## config.mk

```make
export PLATFORM = sky130hd
export DESIGN_NAME = ames_front
export DESIGN_NICKNAME = d
export VERILOG_FILES = /design/src/rtl/ames_pkg.sv /design/src/rtl/ames_front.sv
export SDC_FILE = /design/constraint.sdc
export NUM_CORES = 1
export LEC_CHECK = 0
export BUFFER_PORTS_ARGS = -buffer_cell sky130_fd_sc_hd__buf_4
export CELL_PAD_IN_SITES_DETAIL_PLACEMENT = 1
export CELL_PAD_IN_SITES_GLOBAL_PLACEMENT = 2
export CORE_MARGIN = 2
export CORE_UTILIZATION = 12
export DETAILED_ROUTE_END_ITERATION = 8
export GPL_TIMING_DRIVEN = 0
export PLACE_DENSITY_LB_ADDON = 0.25
export SYNTH_ARGS = -nofsm -noshare
export SYNTH_HDL_FRONTEND = slang
export SYNTH_SLANG_ARGS = --single-unit
export TNS_END_PERCENT = 100
```

## constraint.sdc

```tcl
create_clock -name vclk -period 1.5
set_input_delay 0.075 -clock vclk [all_inputs]
set_output_delay 0.075 -clock vclk [all_outputs]
set_load 0.03 [all_outputs]
```

## src/rtl/ames_pkg.sv

```systemverilog
// ----------------------------------------------------------------------------
// Adjacency matrix edge store package
// Shared sizes, operation codes and the command and result words that pass
// between the front end, the queue and the back end.
// ----------------------------------------------------------------------------
package ames_pkg;

  localparam int MaxNodes      = 16;
  localparam int NodeW         = 4;
  localparam int Cells         = MaxNodes * MaxNodes;
  localparam int CellW         = 2 * NodeW;
  localparam int CountW        = 5;
  localparam int FuncW         = 4;
  localparam int FieldWeightW  = 16;
  localparam int FieldLabelW   = 8;
  localparam int InDataW       = 40;
  localparam int OutDataW      = 40;
  localparam int DefWeightBits = 16;
  localparam int DefLabelBits  = 8;
  localparam int QueueDepth    = 2;
  localparam int QueuePtrW     = 1;

  typedef enum logic [FuncW-1:0] {
    OP_ADD        = 4'd0,
    OP_REMOVE     = 4'd1,
    OP_TEST       = 4'd2,
    OP_SET_WEIGHT = 4'd3,
    OP_GET_WEIGHT = 4'd4,
    OP_SET_ELABEL = 4'd5,
    OP_GET_ELABEL = 4'd6,
    OP_SET_NLABEL = 4'd7,
    OP_GET_NLABEL = 4'd8,
    OP_NEXT       = 4'd9,
    OP_NONE       = 4'd15
  } op_e;

  typedef enum logic [1:0] {
    ST_IDLE,
    ST_SCAN,
    ST_ACCESS,
    ST_DONE
  } state_e;

  typedef struct packed {
    op_e                     op;
    logic                    bad;
    logic [NodeW-1:0]        from_node;
    logic [NodeW-1:0]        to_node;
    logic [NodeW:0]          start_col;
    logic [FieldWeightW-1:0] weight;
    logic [FieldLabelW-1:0]  label;
  } cmd_t;

  typedef struct packed {
    logic                    bad_index;
    logic [NodeW-1:0]        next_to;
    logic [NodeW-1:0]        next_from;
    logic                    found;
    logic [FieldLabelW-1:0]  label_out;
    logic [FieldWeightW-1:0] weight_out;
    logic                    edge_present;
  } res_t;

endpackage

```

## src/rtl/ames_front.sv

```systemverilog
// ----------------------------------------------------------------------------
// Adjacency matrix edge store front end
// Unpacks the input word, checks node indexes against the node count and
// turns the function code into a command for the queue.
// ----------------------------------------------------------------------------
module ames_front (
  input  logic                         s_axis_tvalid_i,
  output logic                         s_axis_tready_o,
  input  logic [ames_pkg::FuncW-1:0]   s_axis_tuser_i,
  input  logic [ames_pkg::InDataW-1:0] s_axis_tdata_i,
  input  logic [ames_pkg::CountW-1:0]  node_count_i,
  input  logic                         q_full_i,
  output logic                         q_push_o,
  output ames_pkg::cmd_t               q_cmd_o
);
  import ames_pkg::*;

  logic [NodeW-1:0] from_node;
  logic [NodeW-1:0] to_node;
  logic             start_of_row;
  logic             from_bad;
  logic             to_bad;
  logic             bad;
  op_e              func;

  assign s_axis_tready_o = !q_full_i;
  assign q_push_o        = s_axis_tvalid_i && !q_full_i;

  always_comb begin
    func         = op_e'(s_axis_tuser_i);
    from_node    = s_axis_tdata_i[3:0];
    to_node      = s_axis_tdata_i[7:4];
    start_of_row = s_axis_tdata_i[8];
    from_bad     = {1'b0, from_node} >= node_count_i;
    to_bad       = {1'b0, to_node} >= node_count_i;
    bad          = 1'b0;

    case (func)
      OP_ADD, OP_REMOVE, OP_TEST, OP_SET_WEIGHT, OP_GET_WEIGHT,
      OP_SET_ELABEL, OP_GET_ELABEL: begin
        bad = from_bad || to_bad;
      end
      OP_SET_NLABEL, OP_GET_NLABEL: begin
        bad = from_bad;
      end
      OP_NEXT: begin
        bad = from_bad || (!start_of_row && to_bad);
      end
      default: begin
        bad = 1'b0;
      end
    endcase

    q_cmd_o.bad       = bad;
    q_cmd_o.from_node = from_node;
    q_cmd_o.to_node   = to_node;
    q_cmd_o.start_col = start_of_row ? '0 : {1'b0, to_node} + 5'd1;
    q_cmd_o.weight    = s_axis_tdata_i[24:9];
    q_cmd_o.label     = s_axis_tdata_i[32:25];

    case (func)
      OP_ADD, OP_REMOVE, OP_TEST, OP_SET_WEIGHT, OP_GET_WEIGHT,
      OP_SET_ELABEL, OP_GET_ELABEL, OP_SET_NLABEL, OP_GET_NLABEL,
      OP_NEXT: begin
        q_cmd_o.op = bad ? OP_NONE : func;
      end
      default: begin
        q_cmd_o.op = OP_NONE;
      end
    endcase
  end

endmodule

```

; ---- After elaboration in Yosys (flattened, before gate mapping)
; Index checks and enable logic that the tools add are counted.
; Widths: inputs -> output; s select.
[word_totals]
register_bits = 0
out_inout_bits = 44
[classes]
addsub = 1
n_lt_le_gt_ge = 2
n_eq_ne = 9
mux = 4
reduce_logical = 10
[ops]
columns = op, n
row1 = $eq 4x3->1 const B, 4
row2 = $ge 4x5->1, 2
row3 = $reduce_or 10->1, 1
row4 = $eq 4x2->1 const B, 2
row5 = $eq 4x4->1 const B, 2
row6 = $mux 4, 2
row7 = $reduce_or 7->1, 1
row8 = $add 4x1->5 const B, 1
row9 = $mux 5, 1
row10 = $eq 4x1->1 const B, 1
row11 = $logic_not 4->1, 1
row12 = $pmux 1 s3, 1
row13 = $logic_and 1x1->1, 2
row14 = $logic_not 1->1, 2
row15 = $logic_or 1x1->1, 2
row16 = $reduce_or 2->1, 1

; ---- Longest topological paths before layout
[depth]
word_depth = 6
ltp_mapped = 7
ltp_nobuf = 6

; ---- Worst setup path before layout
; No wires, ideal clock.
[synth_timing]
path_kind = input to output
start = input port s_axis_tdata_i[0] in the netlist's numbering
end = output port q_cmd_o[38] in the netlist's numbering
arrival_time_ns = 1.292
setup_slack_ns = 0.133
stages = 6
n_path_buf = 0
cell_sequence = inv_1 -> ha_1 -> nor2_1 -> a21oi_1 -> o31ai_1 -> nand3_1
[synth_lines]
columns = item, line_no
row1 = "start, declared", ames_front.sv:10  ; input logic [ames_pkg::InDataW-1:0] s_axis_tdata_i,
row2 = "end, declared", ames_front.sv:14  ; output ames_pkg::cmd_t q_cmd_o

; ---- Worst setup path after layout
[layout_timing]
start = input port s_axis_tdata_i[0] in the netlist's numbering
end = output port q_cmd_o[37] in the netlist's numbering
[layout_between]
elab_chain_len = 3
[layout_lines]
columns = item, line_no
row1 = $ge 4x5->1 *, ames_front.sv:34  ; from_bad = {1'b0, from_node} >= node_count_i;
row2 = "$logic_or 1x1->1, on equally long branches", "ames_front.sv:47, ames_front.sv:41"
row3 = $pmux 1 s3 *, ames_front.sv:38  ; case (func)
; Mark *: on every way between the ends. The rest lies on a longest branch, timed or not.

==> results.md <==
- The minimum clock period is 1.463 ns.
- STA classifies the critical path startpoint as a primary input.
- Among all stages on the critical path, the largest delay is contributed by sky130_fd_sc_hd__o31ai_4.
- The count of final hold-check violations is 0.
- The number of hold buffers added after cts is 0.
- The maximum vdd drop is about 100 µV.
- The worst-margin pin slew is around 0.33 ns.
- In this run the static leakage power is between 0.0006 and 0.0007 µW.
- The worst endpoint data arrival time is 1.39 ns.
- The critical path goes through buf_4 -> inv_1 -> ha_4 -> nor2_2 -> a21oi_2 -> o31ai_4 -> o21ai_1 -> buf_4 -> buf_6.
- The average cell area after synthesis is 7.145 µm².
- The critical path starts at s_axis_tdata_i[0].
- For this configuration, the core starts out at a cell density of 0.1247.
- The worst slack after detailed placement is -0.2837 ns.
- The filler cells instantiated in the layout total roughly 590.
- The worst hold slack is 0.3664 ns.
- After synthesis, the cell types taking the most area are sky130_fd_sc_hd__buf_4 (42%), sky130_fd_sc_hd__ha_1 (19%), sky130_fd_sc_hd__inv_1 (5.1%), sky130_fd_sc_hd__nor2_1 (4.4%), sky130_fd_sc_hd__a21oi_1 (4.2%).
- The portion of synthesized cell area occupied by the leading cell type is 0.4177.
- The power per cell area is 398.0 mW/mm².
- By instance count, the cell type seen most on the critical path is sky130_fd_sc_hd__buf_4.
- Synthesis produced a netlist with a net count of 143.
- The count of nets left with antenna violations once routing finished came out at 0.
- The design has 0 sequential cells.
- STA puts the critical path data required time at about 1.4 ns.
- Pin placement for this block handled 95 I/O pins.
- After detailed routing, the average wire length per cell comes to ~10 µm.
- The kind of end point of the critical path is an output port.
- For this run, the register share of the synthesized area comes to 0.
- The cell family with the largest share of critical-path delay is compound AO/OA/AOI/OAI gates.
- The area growth from synthesis to layout is 109.9%.
- The overall routed net length is approximately 2100 µm.
- The maximum fanout encountered on the critical timing path is 5.
- The routed via count divided by cell count is 3.542.
- In this run the tightest slew margin relative to its limit is 0.7819.
- Of all cell types, the one taking the most synthesized area is sky130_fd_sc_hd__buf_4.
- After clock tree synthesis, the setup repair step added 0 buffers.
- The number of max-slew violations in the final report is 0.
- Before antenna repair, the detailed router went through 3 iterations.
- The half-perimeter wire length after detailed placement is roughly 2000 µm.
- After the last flow step, the layout net total stands at approximately 210.
- The critical path is of the primary input to output port type.
- The number of DRC violations after detailed-routing iteration 0 is 3.
- The cell area after synthesis is 593.1 µm².
- The floorplan die area is ~0.0055 mm².
- Measured on the finished design, the core utilization comes to 0.2618.
- The number of antenna violations at the first check in global routing is 0.
- The total power draw is slightly below 500 µW.
- The count of input and output buffers is 64.
- By instance count, the leading cell after synthesis is sky130_fd_sc_hd__buf_4.
- The core region area is about 0.0048 mm².
- The number of violations of the max-capacitance limit is 0.
- The total area of sequential cells is 0 µm².
- The path with the worst hold slack has its endpoint at q_cmd_o[3].
- The initialized floorplan defines 25 standard-cell rows.
- The cell count after synthesis came out at between 80 and 90.
- For this run the aggregate overflow at the end of global routing stands at 0.
- 0 antenna diodes ended up in the layout.
- The count of clock buffers in the final design is 0.
- The longest individual stage delay on the worst path is around 0.34 ns.
- Counting instances in the post-synthesis netlist gives the leading cell types as sky130_fd_sc_hd__buf_4 (33), sky130_fd_sc_hd__ha_1 (9), sky130_fd_sc_hd__inv_1 (8), sky130_fd_sc_hd__nor2_1 (7), sky130_fd_sc_hd__a21oi_1 (5).
- The worst path setup slack after routing is 0.03715 ns.
- The maximum clock rate is between 600 and 700 MHz.
- The buffer and inverter count on the worst path is 4.
- The number of synthesis warnings is 0.
- The worst hold path passes through 2 cells.
- Across all layers, the routed design uses about 760 vias.
- The post-detailed-route DRC marker count is 0.
- The vertical die dimension is about 74 µm.
- Measured along the x axis, the die boundary spans between 70 and 80 µm.
- The congestion estimate from routability-driven global placement came to slightly above 0.7.
- The fraction of final layout cells with drive strength greater than 1 is 0.7551.
- The origin of the worst min-delay path is s_axis_tdata_i[28].
- Counting distinct cell types in the post-synthesis netlist gives 22.
- Entering global routing, the biggest net connects 7 pins.
- The run finished with clean final reports.
- The wire length of the first global-routing pass is a little under 3000 µm.
- The tightest min-delay check is of the primary input to output port type.
- The final worst-path cycle share is 0.9752.
- The total setup violations reported at the end of the flow is 0.
- The setup TNS after final layout is 0 ns.
- Across every metal layer, demand over resource in global routing totals 0.06500.
- The via count of the first global-routing pass was between 600 and 700.
## worst max path at each step
| stage | to | slack [ns] | cells past startpoint |
|---|---|---|---|
| 2_1_floorplan | q_cmd_o[38] | 0.13 | 6 |
| 6_report | q_cmd_o[37] | 0.04 | 9 |
| 3_3_place_gp | q_cmd_o[37] | -0.24 | 9 |
| 5_1_grt | q_cmd_o[37] | -0.02 | 7 |
| 3_5_place_dp | q_cmd_o[37] | -0.28 | 9 |
| 4_1_cts | q_cmd_o[37] | 0.002 | 7 |
## final cells by class
type / count / area, µm² / area share
plain buffers: 33 / 247.7 / 0.1990
inverters: 8 / 35.03 / 0.02814
multi-input cells: 42 / 394.1 / 0.3166
well taps: 67 / 83.83 / 0.06734
repair buffers: 64 / 484.2 / 0.3889
## layout by cell type, fill, tap and decap left out, types with 2 or more instances in the layout
cell type / count
sky130_fd_sc_hd__buf_4: 96
sky130_fd_sc_hd__inv_1: 6
sky130_fd_sc_hd__nor2_1: 6
sky130_fd_sc_hd__ha_1: 6
sky130_fd_sc_hd__nand3_1: 4
sky130_fd_sc_hd__a21oi_1: 3
sky130_fd_sc_hd__ha_4: 3
sky130_fd_sc_hd__inv_4: 2
sky130_fd_sc_hd__o21ai_2: 2
sky130_fd_sc_hd__a21oi_2: 2
sky130_fd_sc_hd__o21ai_1: 2
## timing repair
| action | 4_1_cts | 5_1_grt |
|---|---|---|
| pin swaps | 0 | 7 |
| resized for setup | 2 | 15 |
| endpoints found under the setup margin | 5 | 3 |
## routing by layer
layer	vias to the layer above	share of wire	global-route usage
met4	0	0	0.003968
met5	-	0	0
li1	372	-	-
met2	56	0.53	0.1310
met3	0	0.12	0.004065
met1	330	0.36	0.07810
## metrics by stage
| step | instances | cell area (µm²) |
|---|---|---|
| after detailed placement | 214 | 1157 |
| after global routing | 214 | 1245 |
| after CTS | 214 | 1171 |
| after global placement | 214 | 1157 |
| final | 214 | 1245 |
| after floorplan | 83 | 593.1 |
## kinds of logic (layout without fill, tap and decap cells)
family	Yosys count	count (layout)	share of synthesized area
buf+inv	41	105	0.4684
simple gates	17	17	0.1540
compound gates	14	14	0.1582
fa+ha+maj	9	9	0.1899
xor+xnor	2	2	0.02954
## where the power goes
group          internal [µW]  leakage, µW  total [µW]  switching [µW]
sequential                 0            0           0               0
combinational            230     0.000662         496             265
clock                      0            0           0               0
total                    230     0.000662         496             265
Note: power is estimated with default switching activity, not from simulation.
