`config.mk`:
```
export PLATFORM = sky130hd
export DESIGN_NAME = ames_queue
export DESIGN_NICKNAME = d
export VERILOG_FILES = /design/src/rtl/ames_pkg.sv /design/src/rtl/ames_queue.sv
export SDC_FILE = /design/constraint.sdc
export NUM_CORES = 1
export LEC_CHECK = 0
export BUFFER_PORTS_ARGS = -buffer_cell sky130_fd_sc_hd__clkbuf_2
export CORE_UTILIZATION = 52
export DETAILED_ROUTE_END_ITERATION = 10
export GPL_TIMING_DRIVEN = 0
export PLACE_DENSITY_LB_ADDON = 0.08
export RECOVER_POWER = 25
export SLEW_MARGIN = 20
export SYNTH_ARGS = -nofsm -noshare
export SYNTH_HDL_FRONTEND = slang
export SYNTH_SLANG_ARGS = --single-unit
```
`constraint.sdc`:
```
create_clock -name clk_i -period 3.8 [get_ports clk_i]
set_clock_uncertainty 0.05 [all_clocks]
set_input_delay 0.76 -clock clk_i [delete_from_list [all_inputs] [get_ports clk_i]]
set_output_delay 0.76 -clock clk_i [all_outputs]
set_load 0.02 [all_outputs]
```
`src/rtl/ames_pkg.sv`:
```
// ----------------------------------------------------------------------------
// Adjacency matrix edge store package
// Shared sizes, operation codes and the command and result words that pass
// between the front end, the queue and the back end.
// ----------------------------------------------------------------------------
package ames_pkg;

  localparam int MaxNodes      = 16;
  localparam int NodeW         = 4;
  localparam int Cells         = MaxNodes * MaxNodes;
  localparam int CellW         = 2 * NodeW;
  localparam int CountW        = 5;
  localparam int FuncW         = 4;
  localparam int FieldWeightW  = 16;
  localparam int FieldLabelW   = 8;
  localparam int InDataW       = 40;
  localparam int OutDataW      = 40;
  localparam int DefWeightBits = 16;
  localparam int DefLabelBits  = 8;
  localparam int QueueDepth    = 2;
  localparam int QueuePtrW     = 1;

  typedef enum logic [FuncW-1:0] {
    OP_ADD        = 4'd0,
    OP_REMOVE     = 4'd1,
    OP_TEST       = 4'd2,
    OP_SET_WEIGHT = 4'd3,
    OP_GET_WEIGHT = 4'd4,
    OP_SET_ELABEL = 4'd5,
    OP_GET_ELABEL = 4'd6,
    OP_SET_NLABEL = 4'd7,
    OP_GET_NLABEL = 4'd8,
    OP_NEXT       = 4'd9,
    OP_NONE       = 4'd15
  } op_e;

  typedef enum logic [1:0] {
    ST_IDLE,
    ST_SCAN,
    ST_ACCESS,
    ST_DONE
  } state_e;

  typedef struct packed {
    op_e                     op;
    logic                    bad;
    logic [NodeW-1:0]        from_node;
    logic [NodeW-1:0]        to_node;
    logic [NodeW:0]          start_col;
    logic [FieldWeightW-1:0] weight;
    logic [FieldLabelW-1:0]  label;
  } cmd_t;

  typedef struct packed {
    logic                    bad_index;
    logic [NodeW-1:0]        next_to;
    logic [NodeW-1:0]        next_from;
    logic                    found;
    logic [FieldLabelW-1:0]  label_out;
    logic [FieldWeightW-1:0] weight_out;
    logic                    edge_present;
  } res_t;

endpackage

```
`src/rtl/ames_queue.sv`:
```
// ----------------------------------------------------------------------------
// Adjacency matrix edge store command queue
// Short FIFO of decoded commands between the front end and the back end.
// ----------------------------------------------------------------------------
module ames_queue (
  input  logic           clk_i,
  input  logic           rst_ni,
  input  logic           push_i,
  input  ames_pkg::cmd_t cmd_i,
  output logic           full_o,
  input  logic           pop_i,
  output logic           valid_o,
  output ames_pkg::cmd_t cmd_o
);
  import ames_pkg::*;

  cmd_t                 slot_q [QueueDepth];
  logic [QueuePtrW-1:0] wr_ptr_q, wr_ptr_d;
  logic [QueuePtrW-1:0] rd_ptr_q, rd_ptr_d;
  logic [QueuePtrW:0]   count_q, count_d;

  assign full_o  = count_q == (QueuePtrW + 1)'(QueueDepth);
  assign valid_o = count_q != '0;
  assign cmd_o   = slot_q[rd_ptr_q];

  always_comb begin
    wr_ptr_d = push_i ? wr_ptr_q + 1'b1 : wr_ptr_q;
    rd_ptr_d = pop_i ? rd_ptr_q + 1'b1 : rd_ptr_q;
    count_d  = count_q + (QueuePtrW + 1)'(push_i) - (QueuePtrW + 1)'(pop_i);
  end

  always_ff @(posedge clk_i or negedge rst_ni) begin
    if (!rst_ni) begin
      wr_ptr_q <= '0;
      rd_ptr_q <= '0;
      count_q  <= '0;
    end else begin
      wr_ptr_q <= wr_ptr_d;
      rd_ptr_q <= rd_ptr_d;
      count_q  <= count_d;
    end
  end

  always_ff @(posedge clk_i) begin
    if (push_i) begin
      slot_q[wr_ptr_q] <= cmd_i;
    end
  end

endmodule

```
### Word-level counts from Yosys, hierarchy flattened

Memory sizes are Yosys's and may differ from the RTL's.
Cells that the tools add are included.

| cells by class | value |
|---|---|
| equality and inequality tests | 1 |
| $add $sub $neg | 4 |
| muxes and demuxes | 2 |
| reductions and logical operators | 1 |

Operators with widths:

| cell | number |
|---|---|
| 1-bit adder, second input constant | 2 |
| 2-bit by 1-bit adder with 2-bit output | 1 |
| 2-bit equality test, second input constant | 1 |
| 1-bit two-way mux | 2 |
| 2-bit nonzero test | 1 |
| 2-bit by 1-bit subtractor with 2-bit output | 1 |

| word-level totals | value |
|---|---|
| RAM bits | 84 |
| memories | 1 |
| register bits after elaboration | 4 |
| output and inout bits | 44 |

Memories:

| name | depth | bits a word | rd ports | clocked after Yosys merged registers in | write ports | line | source |
|---|---|---|---|---|---|---|---|
| slot_q | 2 | 42 | 1 | 0 | 1 | ames_queue.sv:17 | `cmd_t slot_q [QueueDepth];` |

### Depth between registers and ports, before layout

Gate-level depths: netlist (run 1).

| logic depth | value |
|---|---|
| word-level depth | 2 |
| gate-level depth with buffers | 5 |
| mapped depth without buffers | 5 |

### Worst setup path after synthesis (run 1)

No wires, ideal clock.

| path | value |
|---|---|
| kind | in2reg |
| from | input push_i |
| to | memory slot_q[0][0] (netlist name) (enable) |
| data arrival time | 2.635 ns |
| buffers on the path | 0 |
| slack | 0.669 ns |
| required time | 3.304 ns |
| stages | 1 |
| path through | nor2b_1 |

| between the ends | value |
|---|---|
| word-level cells in the longest chain between the ends | 2 |

Ends and longest elaborated chain:

| what | line | source |
|---|---|---|
| start: declaration | ames_queue.sv:8 | `input logic push_i,` |
| 1-bit two-way mux | ames_queue.sv:45 | `if (push_i) begin` |
| 1-bit two-way mux (implied by the code) | ames_queue.sv:46 | `slot_q[wr_ptr_q] <= cmd_i;` |
| end: declaration | ames_queue.sv:17 |  |

No other way between the ends.

==> flow_metrics.py, run 1 <==
metrics = {
    "sta": {
        "whs_ns": 0.184,
        "finalCritPeriodShare_pct": 60.0,
        "rsz0062_at_grt": "no",
        "fmax_mhz": 439,
        "report.final.slew_viol_count": 0,
        "worst_slack_ns": 1.52,
        "tightest_slew_ns": 0.660,
        "hold_violations": 0,
        "relSlewSlack_pct": 55.9,
        "setup_viol": 0,
        "finalCriticalPeriod_ns": 2.28,
    },
    "drt": {
        "drc": 0,
        "ant_nets": 0,
        "vias": 1602,
        "drtIter0Drc": 47,
        "drt-pass1-iter-count": 4,
        "routedWlPerCell_microns": 14.3,
        "via_per_inst": 4.85,
        "wl_mm": 4.71,
    },
    "logic_synthesis": {
        "syn_nets": 194,
        "netlist_instances": 146,
        "ys_warn_count": 0,
        "synth_cell_type_count": 13,
        "synth.cell_area_sq_um": 3430,
        "synthTopCellsByArea": "edfxtp_1 (73%), mux2_4 (17%), dfrtp_1 (2.9%)",
        "synth_top_cell_by_area": "edfxtp_1",
        "seq_area_frac_synth_pct": 76.4,
        "synth_seq_cells": 88,
        "syn_avg_cell_area_sq_um": 23.5,
        "netlist.area_leader.share_pct": 73.5,
    },
    "final_layout": {
        "multiInputGateArea_sq_um": 719,
        "finalNetCount": 296,
        "antennaDiodeCount": 0,
        "final_core_util_pct": 66.5,
        "layout_commonest_cell": "edfxtp_1",
        "n_fill_cell": 453,
        "syn_to_final_growth_pct": 23.0,
        "final-instance-count-excl-fill": 330,
        "drive_above_1_share_pct": 58.1,
        "final_cell_mix": "edfxtp_1 (84), clkbuf_2 (79), mux2_4 (39)",
        "regArea_sq_um": 2620,
    },
    "power_and_ir_drop": {
        "p_sw_share_pct": 31.2,
        "power.net_switching_mw": 1.00,
        "internal_power_mw": 2.20,
        "pwr-share-comb_pct": 39.1,
        "cellPowerDensity_nw_per_um2": 760,
        "clockPowerShare_pct": 19.1,
        "p_leak_nw": 1.73,
        "power_frac_seq_pct": 41.8,
        "ir_drop_mv": 0.372,
    },
    "clock_network": {
        "insertion_delay_ns": 0.34,
        "post_cts_resized": 0,
        "clk_path_buf_depth": 2,
        "cts_setup_buffers": 0,
        "htreeDepth": 3,
        "cts_buffers": 9,
        "clkTransAtPathRegs_ns": 0.08,
        "root_buffer": "clkbuf_8",
        "cts.sinks": 88,
        "cts_tree": "yes",
        "holdBufCountCts": 0,
    },
    "floorplan": {
        "start_util_pct": 54.0,
        "dieArea_sq_um": 6930,
        "io_pins": 90,
        "fp-row-count": 29,
        "coreArea_sq_um": 6350,
        "die_height_microns": 83.2,
        "die_w_microns": 83.2,
    },
    "run_status": {
        "outcome": "completed",
    },
    "critical_path": {
        "crit_required_ns": 2.99,
        "crit_fanout": 10,
        "crit_arrival_ns": 1.47,
        "start_kind": "flop",
        "crit_path_end_kind": "output pin",
        "worstSetupPathType": "flop to output pin",
    },
    "global_route": {
        "grt_first_pass_wirelength_mm": 7.66,
        "grt_usage_pct": 15.2,
        "grt_pass1_vias": 1646,
        "grt_max_degree": 23,
        "antenna_found_initial": 0,
        "grt.overflow.total": 0,
    },
    "min_path": {
        "hold_class": "input pin to async pin",
    },
    "placed_design": {
        "post-place-ws_ns": 1.69,
        "dp_cells": 314,
        "gp_congestion": 0.692,
        "hpwlAfterDp_mm": 3.18,
        "port_buffers": 89,
    },
    "job": {
        "cap_violations": 0,
    },
}
[power by group through the flow]
| stage | clock, mW | combinational, mW | sequential (mW) |
|---|---|---|---|
| after floorplan | 0 | 0.945 | 1.36 |
| after CTS | 0.635 | 1.28 | 1.34 |
| final | 0.612 | 1.25 | 1.34 |
| after detailed placement | 0 | 1.28 | 1.37 |
| after global routing | 0.664 | 1.34 | 1.36 |
| after global placement | 0 | 1.23 | 1.37 |
[final timing paths]
path / to / from / depth (start not counted) / slack, ns
worst min register to register: wr_ptr_q / wr_ptr_q / 1 / 0.49
worst min-delay path: wr_ptr_q / rst_ni / 1 / 0.18
min in group clk_i: wr_ptr_q / wr_ptr_q / 1 / 0.49
worst max register to register: slot_q[0][19] / wr_ptr_q / 2 / 2.22
worst max-delay path: cmd_o[19] / rd_ptr_q / 4 / 1.52
max in group asynchronous: rd_ptr_q / rst_ni / 1 / 3.33
[cell usage after synthesis (all sizes together)]
| master | count |
|---|---|
| xor3 | 1 |
| ha | 2 |
| mux2 | 42 |
| dfrtp | 4 |
| edfxtp | 84 |
| and2 | 1 |
| or2 | 1 |
| nor2b | 2 |
| buf | 5 |
| xor2 | 2 |
| inv | 2 |
[state kept, by name, indices dropped and copies added (netlist names)]
| name | cells |
|---|---|
| slot_q | 84 |
| count_q | 2 |
| rd_ptr_q | 1 |
| wr_ptr_q | 1 |
[layout make-up]
type	instances	area share (%)
multi-input combinational	51	17.0
timing repair buffer	91	11.6
tap	77	2.28
buffer	5	2.16
clock inverter	7	1.69
clock buffer	9	2.94
sequential	88	62.1
inverter	2	0.178
[kinds of logic (layout without fill, tap and decap cells)]
kind of cell	count (synthesis)	after routing	share of synthesized area [%]
flip-flops	88	88	76.4
XOR/XNOR	3	3	1.20
multiplexers	42	42	18.0
adder cells (fa/ha/maj)	2	2	0.729
AND/OR/NAND/NOR	4	4	0.729
buffers and inverters	7	114	2.88
[critical path: stages, from the launching register on]
cell and delay (ns):
dfrtp_1 0.38, buf_6 0.15, buf_12 0.15, mux2_4 0.29
clkbuf_2 0.16
[stage by stage]
stage	cell area, sq um	setup TNS, ns	power (mW)
after global placement	3970	-20.99	2.60
after floorplan	3430	0	2.30
final	4220	0	3.21
after CTS	4230	0	3.26
after global routing	4220	0	3.36
after detailed placement	4040	0	2.64
[routing by layer]
layer / global-route usage (%) / routed length [microns]
met1: 16.5 / 1870
met2: 26.2 / 2480
met3: 4.47 / 271
met4: 8.93 / 79
met5: 0 / 0
No activity file was read; power rests on OpenSTA's default activity.
==> run 2, diff against run 1 <==
Settings changed: ABC_AREA set to 1, CORE_UTILIZATION 52 to 47.
Clock period 3.8 ns to 2 ns, I/O delays scaled along.
==> flow_metrics.py, run 2 <==
metrics = {
    "drt": {
        "ant_nets": 0,
        "wl_mm": 5.46,
        "drc": 0,
        "via_per_inst": 4.53,
        "drt-pass1-iter-count": 4,
        "routedWlPerCell_microns": 12.2,
        "drtIter0Drc": 46,
        "vias": 2030,
    },
    "global_route": {
        "grt_max_degree": 26,
        "use_met3_pct": 4.10,
        "met1_usage_pct": 18.8,
        "grt.overflow.total": 0,
        "antenna_found_initial": 0,
        "grt_first_pass_wirelength_mm": 8.52,
        "busiest_layer": "met2",
        "grt_usage_pct": 16.0,
        "use_met2_pct": 26.8,
        "grt_pass1_vias": 1894,
    },
    "power_and_ir_drop": {
        "clockPowerShare_pct": 20.0,
        "p_leak_nw": 1.82,
        "pwr-share-comb_pct": 37.1,
        "cellPowerDensity_nw_per_um2": 1430,
        "p_total_mw": 5.92,
        "internal_power_mw": 3.73,
        "p_sw_share_pct": 37.0,
        "power.net_switching_mw": 2.19,
        "power_frac_seq_pct": 42.9,
        "ir_drop_mv": 0.684,
    },
    "sta": {
        "setup_viol": 0,
        "report.final.slew_viol_count": 0,
        "rsz0062_at_grt": "no",
        "relSlewSlack_pct": 57.2,
        "tns_ns": 0,
        "worst_slack_ns": 0.0983,
        "finalCritPeriodShare_pct": 95.1,
        "tightest_slew_ns": 0.641,
        "hold_violations": 0,
        "finalCriticalPeriod_ns": 1.90,
        "fmax_mhz": 526,
    },
    "logic_synthesis": {
        "syn_avg_cell_area_sq_um": 13.7,
        "netlist.area_leader.share_pct": 75.7,
        "synth-edff-count": 84,
        "async_flop_share_pct": 4.55,
        "synth_common_cells": "edfxtp_1 (84), inv_1 (49), nand2_1 (49)",
        "ys_warn_count": 0,
        "synth_top_cell_by_area": "edfxtp_1",
        "netlist_instances": 244,
        "synth_cell_type_count": 14,
        "syn_nets": 292,
        "synthTopCellsByArea": "edfxtp_1 (76%), inv_1 (5.5%), nand2_1 (5.5%)",
        "synth_flop_cell": "edfxtp_1",
        "synth.cell_area_sq_um": 3330,
        "synth_seq_cells": 88,
        "seq_area_frac_synth_pct": 78.7,
        "yosysMostFrequentCell": "edfxtp_1",
    },
    "critical_path": {
        "r2r_start": "wr_ptr_q",
        "r2r-end": "slot_q[0][1]",
        "start_kind": "flop",
        "reg2reg_slack_ns": 0.41,
        "crit_fanout": 10,
        "crit_required_ns": 1.55,
        "worstSetupPathType": "flop to output pin",
        "crit_arrival_ns": 1.45,
        "reg2reg_depth": 2,
        "crit_path_end_kind": "output pin",
    },
    "final_layout": {
        "final-instance-count-excl-fill": 448,
        "design_area_sq_um": 4150,
        "final_cell_mix": "edfxtp_1 (84), clkbuf_2 (81), nand2_1 (49)",
        "syn_to_final_growth_pct": 24.4,
        "layout_commonest_cell": "edfxtp_1",
        "largest_reg_flops": 84,
        "top_regs": "slot_q: 84 flops, count_q: 2 flops",
        "finalNetCount": 395,
        "drive_above_1_share_pct": 31.8,
        "antennaDiodeCount": 0,
        "regMostFlops": "slot_q",
    },
    "clock_network": {
        "clkTransAtPathRegs_ns": 0.09,
        "cts_tree": "yes",
        "insertion_delay_ns": 0.35,
        "cts_setup_buffers": 0,
        "clk_path_buf_depth": 2,
        "htreeDepth": 3,
        "cts_buffers": 9,
        "root_buffer": "clkbuf_8",
        "cts.sinks": 88,
    },
    "placed_design": {
        "post-place-ws_ns": 0.243,
        "port_buffers": 89,
        "dp_cells": 431,
        "placed_area_sq_um": 3950,
        "hpwlAfterDp_mm": 3.56,
        "gp_congestion": 0.668,
    },
    "floorplan": {
        "die_height_microns": 86.2,
        "die_w_microns": 86.2,
        "dieArea_sq_um": 7430,
        "fp-row-count": 30,
        "io_pins": 90,
        "start_util_pct": 48.8,
        "coreArea_sq_um": 6830,
    },
    "min_path": {
        "min_to": "slot_q[0][33]",
        "hold_class": "input pin to flop",
        "min_from": "cmd_i[33]",
        "min_path_cells": 1,
    },
    "job": {
        "cap_violations": 0,
    },
    "run_status": {
        "outcome": "completed",
    },
}
-- run 2: kinds of logic after synthesis --
logic type | share of synthesized area [%]
fa+ha+maj | 0.751
xor+xnor | 0.526
flops | 78.7
simple gates | 5.90
compound gates | 6.31
buf+inv | 7.81
-- run 2: cell type report --
type / instances / area, sq um
plain buffers: 9 / 78.8
clock buffers: 9 / 124
clock inverters: 7 / 71.3
fillers: 602 / 2690
inverters: 49 / 184
multi-input cells: 98 / 457
flip-flops and latches: 88 / 2620
well taps: 96 / 120
repair buffers: 92 / 488
-- run 2: worst max-delay path by stage --
stage	startpoint	cells past startpoint	endpoint
floorplan	wr_ptr_q	1	slot_q[0][0]
global placement	push_i	3	slot_q[0][15]
detailed placement	push_i	4	slot_q[0][15]
CTS	rd_ptr_q	3	cmd_o[12]
global route	rd_ptr_q	5	cmd_o[1]
finish	rd_ptr_q	4	cmd_o[17]
-- run 2: repair_timing --
action                                  4_1_cts  5_1_grt
resized for setup                             1        6
endpoints found under the setup margin        2       14
hold buffers                                  1        0
hold endpoints to repair                      4        0
-- run 2: routing by layer --
| metal | part of all wire (%) | vias to the layer above |
|---|---|---|
| met5 | 0 | - |
| met4 | 2.4 | 0 |
| met3 | 5.7 | 12 |
| met2 | 49 | 61 |
| met1 | 43 | 936 |
| li1 | - | 1021 |
-- run 2: power by group through the flow --
| stage | clock (mW) | sequential [mW] | combinational [mW] |
|---|---|---|---|
| 3_5_place_dp | 0 | 2.59 | 2.24 |
| 5_1_grt | 1.29 | 2.58 | 2.42 |
| 6_report | 1.18 | 2.54 | 2.20 |
| 4_1_cts | 1.22 | 2.55 | 2.25 |
| 3_3_place_gp | 0 | 2.60 | 2.16 |
| 2_1_floorplan | 0 | 2.58 | 1.43 |
-- run 2: worst max-delay path, stage by stage (launching register included) --
cell and delay, ns:
dfrtp_1 0.42, buf_6 0.16, buf_4 0.17, o21ai_1 0.16, clkbuf_2 0.19
-- run 2: through the flow --
stage               hold slack, ns  utilization (%)
floorplan                   0.0544                -
detailed placement           0.171             57.7
finish                       0.183             60.7
CTS                          0.165             60.8
global placement             0.165             57.1
global route                 0.163             60.7
